**src/hdl/evt_pkg.sv**
```systemverilog
`timescale 1ns / 1ps

package evt_pkg;

    localparam int NUM_SATS        = 32;
    localparam int ENTRIES_PER_SAT = 16;
    localparam int TIME_BITS       = 40;

    localparam int SAT_BITS      = 5;
    localparam int TAG_BITS      = 32;
    localparam int STATUS_BITS   = 4;
    localparam int SAT_IDX_BITS  = (NUM_SATS > 1) ? $clog2(NUM_SATS) : 1;
    localparam int SLOT_BITS     = $clog2(ENTRIES_PER_SAT);
    localparam int FILL_BITS     = $clog2(ENTRIES_PER_SAT + 1);

    localparam logic OP_INSERT = 1'b0;
    localparam logic OP_LOOKUP = 1'b1;

    localparam logic [STATUS_BITS-1:0] ST_ADDED     = 4'd0;
    localparam logic [STATUS_BITS-1:0] ST_REPLACED  = 4'd1;
    localparam logic [STATUS_BITS-1:0] ST_DUPLICATE = 4'd2;
    localparam logic [STATUS_BITS-1:0] ST_CONFLICT  = 4'd3;
    localparam logic [STATUS_BITS-1:0] ST_FULL      = 4'd4;
    localparam logic [STATUS_BITS-1:0] ST_FOUND     = 4'd5;
    localparam logic [STATUS_BITS-1:0] ST_NONE      = 4'd6;
    localparam logic [STATUS_BITS-1:0] ST_TOO_EARLY = 4'd7;
    localparam logic [STATUS_BITS-1:0] ST_TOO_LATE  = 4'd8;
    localparam logic [STATUS_BITS-1:0] ST_GAP       = 4'd9;

    typedef struct packed {
        logic [TIME_BITS-1:0] key;
        logic [TIME_BITS-1:0] stop;
        logic [TIME_BITS-1:0] epoch;
        logic [TAG_BITS-1:0]  tag;
        logic                 healthy;
    } entry_t;

    typedef struct packed {
        logic                   load;
        logic                   scan_adv;
        logic                   rd_prev;
        logic                   add_start;
        logic                   p_from_n;
        logic                   shift_wr;
        logic                   wr_new;
        logic                   fill_inc;
        logic                   res_set;
        logic [STATUS_BITS-1:0] res_status;
        logic                   res_found;
        logic                   res_from_cur;
        logic                   out_load;
    } dp_cmd_t;

    typedef struct packed {
        logic sat_ok;
        logic is_lookup;
        logic n_zero;
        logic n_full;
        logic last;
        logic idx_zero;
        logic idx_at_p;
        logic key_ge;
        logic key_eq;
        logic cur_ep_eq;
        logic prev_ep_eq;
        logic cur_in_range;
        logic prev_in_range;
    } dp_stat_t;

endpackage

```
**src/hdl/evt_ctrl.sv**
```systemverilog
`timescale 1ns / 1ps

module evt_ctrl import evt_pkg::*; (
    input  logic     clk,
    input  logic     rst_n,
    input  logic     in_valid,
    output logic     in_ready,
    output logic     out_valid,
    input  logic     out_ready,
    input  dp_stat_t stat,
    output dp_cmd_t  cmd
);

    localparam logic [2:0] S_IDLE     = 3'd0;
    localparam logic [2:0] S_START    = 3'd1;
    localparam logic [2:0] S_SCAN_RD  = 3'd2;
    localparam logic [2:0] S_SCAN_CHK = 3'd3;
    localparam logic [2:0] S_SH_RD    = 3'd4;
    localparam logic [2:0] S_SH_WR    = 3'd5;
    localparam logic [2:0] S_RESULT   = 3'd6;

    logic [2:0] state_reg;
    logic [2:0] state_next;
    logic       out_valid_reg;
    logic       out_valid_next;

    always_comb
    begin
        cmd            = '0;
        state_next     = state_reg;
        out_valid_next = out_valid_reg && !out_ready;
        in_ready       = (state_reg == S_IDLE);
        case (state_reg)
            S_IDLE:
            begin
                if (in_valid)
                begin
                    cmd.load   = 1'b1;
                    state_next = S_START;
                end
            end
            S_START:
            begin
                if (!stat.sat_ok)
                begin
                    cmd.res_set    = 1'b1;
                    cmd.res_status = stat.is_lookup ? ST_NONE : ST_FULL;
                    state_next     = S_RESULT;
                end
                else if (stat.n_zero && stat.is_lookup)
                begin
                    cmd.res_set    = 1'b1;
                    cmd.res_status = ST_NONE;
                    state_next     = S_RESULT;
                end
                else if (stat.n_zero)
                begin
                    cmd.add_start = 1'b1;
                    cmd.p_from_n  = 1'b1;
                    state_next    = S_SH_RD;
                end
                else
                begin
                    state_next = S_SCAN_RD;
                end
            end
            S_SCAN_RD:
            begin
                state_next = S_SCAN_CHK;
            end
            S_SCAN_CHK:
            begin
                state_next = S_RESULT;
                if (stat.key_ge)
                begin
                    if (stat.is_lookup)
                    begin
                        cmd.res_set = 1'b1;
                        if (stat.idx_zero)
                        begin
                            cmd.res_status = ST_TOO_LATE;
                        end
                        else if (stat.prev_in_range)
                        begin
                            cmd.res_status = ST_FOUND;
                            cmd.res_found  = 1'b1;
                        end
                        else
                        begin
                            cmd.res_status = ST_GAP;
                        end
                    end
                    else if (stat.key_eq)
                    begin
                        cmd.res_set    = 1'b1;
                        cmd.res_status = stat.cur_ep_eq ? ST_DUPLICATE : ST_CONFLICT;
                    end
                    else if (stat.cur_ep_eq)
                    begin
                        cmd.wr_new     = 1'b1;
                        cmd.res_set    = 1'b1;
                        cmd.res_status = ST_REPLACED;
                    end
                    else if (!stat.idx_zero && stat.prev_ep_eq)
                    begin
                        cmd.res_set    = 1'b1;
                        cmd.res_status = ST_DUPLICATE;
                    end
                    else if (stat.n_full)
                    begin
                        cmd.res_set    = 1'b1;
                        cmd.res_status = ST_FULL;
                    end
                    else
                    begin
                        cmd.add_start = 1'b1;
                        state_next    = S_SH_RD;
                    end
                end
                else if (stat.last)
                begin
                    if (stat.is_lookup)
                    begin
                        cmd.res_set      = 1'b1;
                        cmd.res_found    = stat.cur_in_range;
                        cmd.res_from_cur = 1'b1;
                        cmd.res_status   = stat.cur_in_range ? ST_FOUND : ST_TOO_EARLY;
                    end
                    else if (stat.cur_ep_eq)
                    begin
                        cmd.res_set    = 1'b1;
                        cmd.res_status = ST_DUPLICATE;
                    end
                    else if (stat.n_full)
                    begin
                        cmd.res_set    = 1'b1;
                        cmd.res_status = ST_FULL;
                    end
                    else
                    begin
                        cmd.add_start = 1'b1;
                        cmd.p_from_n  = 1'b1;
                        state_next    = S_SH_RD;
                    end
                end
                else
                begin
                    cmd.scan_adv = 1'b1;
                    state_next   = S_SCAN_RD;
                end
            end
            S_SH_RD:
            begin
                if (stat.idx_at_p)
                begin
                    cmd.wr_new     = 1'b1;
                    cmd.fill_inc   = 1'b1;
                    cmd.res_set    = 1'b1;
                    cmd.res_status = ST_ADDED;
                    state_next     = S_RESULT;
                end
                else
                begin
                    cmd.rd_prev = 1'b1;
                    state_next  = S_SH_WR;
                end
            end
            S_SH_WR:
            begin
                cmd.shift_wr = 1'b1;
                state_next   = S_SH_RD;
            end
            S_RESULT:
            begin
                if (!out_valid_reg || out_ready)
                begin
                    cmd.out_load   = 1'b1;
                    out_valid_next = 1'b1;
                    state_next     = S_IDLE;
                end
            end
            default:
            begin
                state_next = S_IDLE;
            end
        endcase
    end

    always_ff @(posedge clk or negedge rst_n)
    begin
        if (!rst_n)
        begin
            state_reg     <= S_IDLE;
            out_valid_reg <= 1'b0;
        end
        else
        begin
            state_reg     <= state_next;
            out_valid_reg <= out_valid_next;
        end
    end

    assign out_valid = out_valid_reg;

    a_shift_pair: assert property (@(posedge clk) disable iff (!rst_n)
        state_reg == S_SH_WR |=> state_reg == S_SH_RD)
        else $error("shift write not followed by read");
    a_res_to_result: assert property (@(posedge clk) disable iff (!rst_n)
        cmd.res_set |=> state_reg == S_RESULT)
        else $error("result staged outside result path");
    a_out_hold: assert property (@(posedge clk) disable iff (!rst_n)
        cmd.out_load |-> (!out_valid_reg || out_ready))
        else $error("result overwritten before transfer");

endmodule

```
**config.mk**
```make
export PLATFORM = sky130hd
export DESIGN_NAME = evt_ctrl
export DESIGN_NICKNAME = d
export VERILOG_FILES = /design/src/hdl/evt_pkg.sv /design/src/hdl/evt_ctrl.sv
export SDC_FILE = /design/constraint.sdc
export NUM_CORES = 1
export LEC_CHECK = 0
export ABC_AREA = 1
export ABC_CLOCK_PERIOD_IN_PS = 930
export BUFFER_PORTS_ARGS = -buffer_cell sky130_fd_sc_hd__clkbuf_2
export CAP_MARGIN = 5
export CORE_MARGIN = 2
export CORE_UTILIZATION = 38
export DETAILED_ROUTE_END_ITERATION = 8
export HOLD_SLACK_MARGIN = 0.08
export PLACE_DENSITY = 0.74
export SLEW_MARGIN = 20
export SYNTH_ARGS = -nofsm -noshare
export SYNTH_HDL_FRONTEND = slang
export SYNTH_SLANG_ARGS = --single-unit
```
**constraint.sdc**
```tcl
create_clock -name clk -period 0.93 [get_ports clk]
set_input_delay 0.0465 -clock clk [delete_from_list [all_inputs] [get_ports clk]]
set_output_delay 0.0465 -clock clk [all_outputs]
set_load 0.01 [all_outputs]
```
==> flow_metrics.py, run 1 <==
metrics = {
    "worst_hold_path": {
        "hp-class": "input port to asynchronous set/reset pin",
    },
    "grt": {
        "grt_max_degree": 7,
        "antenna_found_initial": 0,
        "grt_pass1_vias": 814,
        "grt.overflow.total": 0,
        "grt_pass1_wl_um": 3091,
        "track_usage": 0.2072,
    },
    "clock_network": {
        "root_buffer": "clkbuf_4",
        "cts_buffers": 3,
        "clock_path_buffers": 2,
        "clk_latency_ps": 240,
        "clkTransAtPathRegs_ps": 50,
        "cts_tree": "built",
        "htreeDepth": 1,
        "cts.sinks": 4,
    },
    "yosys": {
        "synth_area_leaders": "nand2_1 22%, dfrtp_1 17%, inv_1 14%",
        "yosysWarnings": 0,
        "syn_inst": 115,
        "synth_area_um2": 603.1,
        "synth_compound_area_frac": 0.1079,
        "synth_fa_ha_area_frac": 0.02075,
        "yosysSeqAreaShare": 0.1660,
        "yosysTopAreaCell": "nand2_1",
        "synth_top_area_frac": 0.2178,
        "synth_top_family_by_area": "simple AND/OR/NAND/NOR gates",
        "synth_cell_types": 19,
        "synthMuxAreaShare": 0,
        "synth_xor_area_frac": 0,
        "avgSynthCellArea_um2": 5.244,
        "synth_nets": 133,
        "synthSimpleGateAreaFrac": 0.5166,
        "synth-seq-cells": 4,
    },
    "place": {
        "io_buffers": 34,
        "placed_area_um2": 908.4,
        "place_ws_ps": -196.8,
        "dpl.hpwl_um": 1496,
        "gp_congestion": 0.9133,
    },
    "pwr": {
        "p_total_uw": 2442,
        "p_leak_uw": 0.0006775,
        "power.density_nw_per_um2": 2186,
        "peakVddDrop_uv": 1209,
    },
    "sta": {
        "hold_viol": 0,
        "finalCriticalPeriod_ps": 1369,
        "slew_headroom": 0.8562,
        "finalSetupViolCount": 21,
        "worst_pin_slew_ps": 213.4,
        "rsz0062_at_grt": "yes",
        "skew_ps": 13.21,
        "finalWorstSetupSlack_ps": -439.3,
        "fmax_mhz": 730.3,
        "holdWs_ps": 135.7,
        "period_share": 1.472,
        "slew_viol_final": 0,
    },
    "critical_path": {
        "arrival_ps": 1320,
        "r2r_setup_slack_ps": -290,
        "r2r_end": "state_reg[0]$_DFFE_PN0P_",
        "cp_max_fo": 6,
        "crit_path_cell_trace": "inv_2 > nand3_2 > inv_2 > o21ai_2 > inv_1 > nand2_1 > nand2_2 > buf_6",
        "endpoint": "cmd[4]",
        "r2r-start": "state_reg[0]$_DFFE_PN0P_",
        "cp.required_ps": 880,
        "cp_num_buf_inv": 4,
        "reg2regPathDepth": 5,
        "cpPeakStageDelay_ps": 470,
        "end_kind": "output pin",
        "worst-path-stages": 8,
        "cpMaxStageDelayCell": "dfrtp_2",
        "crit_family": "flip-flops",
        "critPathKind": "flop to output pin",
        "crit_start": "state_reg[1]$_DFFE_PN0P_",
        "crit_path_start_kind": "flop",
        "path_common_cell": "inv_2",
    },
    "layout": {
        "num-nets-final": 193,
        "n_antenna_cell": 0,
        "multi_input_area_um2": 480.5,
        "syn2layout_area_growth_pct": 85.27,
        "largest_register_ffs": 3,
        "mostFrequentLayoutCell": "nand2_1",
        "fillers": 112,
        "seqCellArea_um2": 102.6,
        "final_area_um2": 1117,
        "drive_gt1_frac": 0.5230,
        "final_cell_mix": "30 x nand2_1, 21 x clkbuf_2, 19 x inv_1, 16 x buf_4, 15 x nor2_1",
    },
    "job": {
        "drv_cap": 0,
    },
    "detailed_routing": {
        "via_per_inst": 4.911,
        "drc_errors": 0,
        "avgRoutedWirePerCell_um": 11.18,
        "first_iter_violations": 20,
        "drt-total-wl_um": 2124,
        "num_vias": 933,
        "first_pass_iters": 4,
        "postRouteAntennaNets": 0,
    },
    "floorplan": {
        "dieArea_um2": 1922,
        "ios": 35,
        "initial_core_util": 0.4050,
        "rows": 14,
        "die_w_um": 43.84,
        "die_h_um": 43.84,
        "core_region_area_um2": 1489,
    },
    "outcome": {
        "violations": "negative setup slack",
        "outcome": "complete, but fails checks",
    },
}
-- power breakdown --
part           internal, µW  switching [µW]  total, µW  leakage, µW
clock network           162            83.7        245    0.0000150
logic                   869             900       1770     0.000614
registers               271             157        428    0.0000480
total                  1300            1140       2440     0.000677
-- cells by family (layout without fill, tap and decap cells) --
family,Yosys count,after routing
buffers and inverters,27,86
and+or+nand+nor,72,72
adders and majority gates,1,1
AOI/OAI and AO/OA,11,11
DFF,4,4
-- synth_stat cells --
library cell	count
inv_1	22
nor3_2	1
nor2_2	1
o21ai_0	4
nand2_2	1
a21oi_1	4
nand3_1	11
ha_1	1
o21ai_2	2
nand3_2	1
nand2_4	1
nor2_1	20
nand2_1	35
inv_2	2
dfrtp_1	4
o211ai_1	1
inv_4	2
nand4_1	1
buf_6	1
-- layout make-up --
class | count | area share
Multi-Input combinational cell | 84 | 0.4300
Timing Repair Buffer | 56 | 0.3404
Inverter | 26 | 0.09630
Sequential cell | 4 | 0.09183
Clock buffer | 4 | 0.02352
Tap cell | 16 | 0.01792
-- worst min path at each step --
stage	from	end	slack, ps	cells past startpoint
after floorplan	rst_n	out_valid$_DFF_PN0_	-250	0
after global placement	rst_n	out_valid$_DFF_PN0_	-150	1
after detailed placement	rst_n	out_valid$_DFF_PN0_	-150	1
after CTS	rst_n	out_valid$_DFF_PN0_	140	2
after global routing	rst_n	state_reg[0]$_DFFE_PN0P_	150	2
final	rst_n	out_valid$_DFF_PN0_	140	2
-- layer usage --
layer  track usage  vias up  routed length (µm)
met5             0        -                   0
met4       0.06061        0                  14
met3       0.02500        2                 134
met2        0.3853       32                1135
met1        0.2443      434                 838
li1              -      465                   -
-- metrics by stage --
step                      instances  utilization  setup TNS (ps)
after detailed placement        176       0.6101           -2447
final                           190       0.7504           -7216
after CTS                       187       0.6950           -6130
after floorplan                 115            -          -312.4
after global placement          176       0.6101           -2089
after global routing            190       0.7504           -8318
-- what timing repair did --
action	CTS	global route
hold endpoints to repair	5	0
hold buffers	2	0
resized for setup	14	26
setup endpoints to repair	21	21
pin swaps	5	5
setup buffers	5	3
(Power assumes the default switching activity.)
==> inputs of run 2 (changes only) <==
--- a/config.mk
+++ b/config.mk
@@ -6,14 +6,15 @@
 export NUM_CORES = 1
 export LEC_CHECK = 0
 export ABC_AREA = 1
-export ABC_CLOCK_PERIOD_IN_PS = 930
+export ABC_CLOCK_PERIOD_IN_PS = 1620
 export BUFFER_PORTS_ARGS = -buffer_cell sky130_fd_sc_hd__clkbuf_2
 export CAP_MARGIN = 5
 export CORE_MARGIN = 2
-export CORE_UTILIZATION = 38
+export CORE_UTILIZATION = 45
 export DETAILED_ROUTE_END_ITERATION = 8
 export HOLD_SLACK_MARGIN = 0.08
-export PLACE_DENSITY = 0.74
+export PLACE_DENSITY = 0.82
+export SETUP_SLACK_MARGIN = 0.02
 export SLEW_MARGIN = 20
 export SYNTH_ARGS = -nofsm -noshare
 export SYNTH_HDL_FRONTEND = slang
==> constraint.sdc (replaced) <==
create_clock -name clk -period 1.62 [get_ports clk]
set_input_delay 0.081 -clock clk [delete_from_list [all_inputs] [get_ports clk]]
set_output_delay 0.081 -clock clk [all_outputs]
set_load 0.01 [all_outputs]
==> run 2 against run 1 <==
Effect of this change: the flow now finishes without violations; wire length is 24% lower; global-route usage increased by 2.7 points; first-iteration DRC count is 35% higher; count of clock-buffer cells in the layout fell by 1; critical endpoint is now cmd[7].
==> flow_metrics.py, run 2 (synthesized netlist as in run 1, its figures left out) <==
metrics = {
    "worst_hold_path": {
        "hp-class": "input port to flop",
        "holdPathStages": 3,
    },
    "pwr": {
        "p_int_uw": 447.6,
        "swShare": 0.5075,
        "pwr-share-seq": 0.240,
        "p_leak_uw": 0.0005547,
        "p_clk_frac": 0.142,
        "p_sw_uw": 461.3,
        "combPwrFrac": 0.618,
        "p_total_uw": 908.9,
        "power.density_nw_per_um2": 1104,
        "peakVddDrop_uv": 535.4,
    },
    "detailed_routing": {
        "via_per_inst": 4.887,
        "first_pass_iters": 4,
        "num_vias": 821,
        "first_iter_violations": 27,
        "postRouteAntennaNets": 0,
        "avgRoutedWirePerCell_um": 9.661,
        "drc_errors": 0,
        "drt-total-wl_um": 1623,
    },
    "floorplan": {
        "ios": 35,
        "initial_core_util": 0.4753,
        "core_region_area_um2": 1269,
        "dieArea_um2": 1649,
        "rows": 13,
        "die_w_um": 40.61,
        "die_h_um": 40.61,
    },
    "grt": {
        "grt_pass1_wl_um": 2628,
        "track_usage": 0.2337,
        "met1_usage": 0.2742,
        "grt_pass1_vias": 658,
        "antenna_found_initial": 0,
        "grtUsageMet3": 0.02174,
        "grt.overflow.total": 0,
        "gr-usage-met2": 0.4127,
        "grt_max_degree": 9,
        "grt_busiest_layer": "met2",
    },
    "sta": {
        "period_share": 0.9098,
        "hold_viol": 0,
        "fmax_mhz": 678.5,
        "rsz0062_at_grt": "no",
        "finalSetupViolCount": 0,
        "slew_headroom": 0.8480,
        "tns_ps": 0,
        "finalCriticalPeriod_ps": 1474,
        "skew_ps": 1.843,
        "worst_pin_slew_ps": 228.0,
        "slew_viol_final": 0,
    },
    "critical_path": {
        "critPathKind": "flop to output pin",
        "cp.required_ps": 1540,
        "cpMaxStageDelayCell": "dfrtp_1",
        "crit_path_cell_trace": "inv_2 > nand3_2 > inv_4 > nand2_4 > inv_2 > nand3_1 > nand2_1 > clkbuf_2",
        "end_kind": "output pin",
        "worst-path-stages": 8,
        "reg2regPathDepth": 4,
        "cpPeakStageDelay_ps": 450,
        "crit_family": "flip-flops",
        "path_common_cell": "inv_2",
        "cp_max_fo": 7,
        "crit_path_start_kind": "flop",
        "cp_num_buf_inv": 4,
        "arrival_ps": 1390,
    },
    "clock_network": {
        "cts_tree": "built",
        "clk_latency_ps": 240,
        "root_buffer": "clkbuf_4",
        "cts-resized-gates": 0,
        "cts_buffers": 3,
        "htreeDepth": 1,
        "cts.sinks": 4,
        "clkTransAtPathRegs_ps": 40,
        "ctsHoldBuffers": 2,
        "cts_setup_buffers": 0,
        "clock_path_buffers": 2,
    },
    "layout": {
        "final_cell_mix": "35 x nand2_1, 34 x clkbuf_2, 22 x inv_1, 20 x nor2_1, 11 x nand3_1",
        "n_antenna_cell": 0,
        "mostFrequentLayoutCell": "nand2_1",
        "drive_gt1_frac": 0.3137,
        "num-nets-final": 173,
        "final_cells": 168,
        "syn2layout_area_growth_pct": 36.51,
        "largest_register_ffs": 3,
    },
    "place": {
        "place_inst": 163,
        "gp_congestion": 0.7837,
        "dpl.hpwl_um": 1359,
        "io_buffers": 34,
    },
    "outcome": {
        "outcome": "completed",
    },
    "job": {
        "drv_cap": 0,
    },
}
run 2: worst reg2reg max path, cell delays in order (launching register included):
cell and delay [ps]:
dfrtp_1 450, nor2_1 210, nand2_1 130, o21ai_0 220, a21oi_1 60
run 2: power groups by stage:
stage          logic (µW)  clock network, µW  registers (µW)
5_1_grt               644                138             231
4_1_cts               568                133             217
3_3_place_gp          551                  0             215
6_report              561                129             218
3_5_place_dp          559                  0             217
2_1_floorplan         373                  0             213
run 2: through the flow:
step / setup WS [ps] / cell area, µm² / util / hold WS, ps
2_1_floorplan: 592.9 / 603.1 / - / -214.6
3_3_place_gp: 420.3 / 780.7 / 0.6154 / -107.3
3_5_place_dp: 401.7 / 780.7 / 0.6154 / -105.4
4_1_cts: 140.0 / 823.3 / 0.6489 / 110.0
5_1_grt: 30.52 / 823.3 / 0.6489 / 130.8
6_report: 146.2 / 823.3 / 0.6489 / 106.3
run 2: layout make-up:
cell class,count,area (µm²)
fillers,124,445.4
multi-input cells,84,389.1
repair buffers,36,190.2
inverters,26,102.6
flip-flops and latches,4,100.1
clock buffers,3,22.52
well taps,15,18.77
run 2: final timing paths:
path | end | slack (ps) | from
worst max-delay path | cmd[7] | 150 | state_reg[2]$_DFFE_PN0P_
max in group asynchronous | out_valid$_DFF_PN0_ | 1310 | rst_n
worst min register to register | out_valid$_DFF_PN0_ | 560 | out_valid$_DFF_PN0_
worst min-delay path | state_reg[2]$_DFFE_PN0P_ | 110 | stat[10]
min in group asynchronous | state_reg[1]$_DFFE_PN0P_ | 180 | rst_n
worst max register to register | state_reg[0]$_DFFE_PN0P_ | 440 | state_reg[2]$_DFFE_PN0P_
run 2: per-layer routing:
metal / share of wire / vias up
met1: 0.41 / 352
li1: - / 430
met2: 0.49 / 35
met3: 0.076 / 4
met5: 0 / -
met4: 0.015 / 0
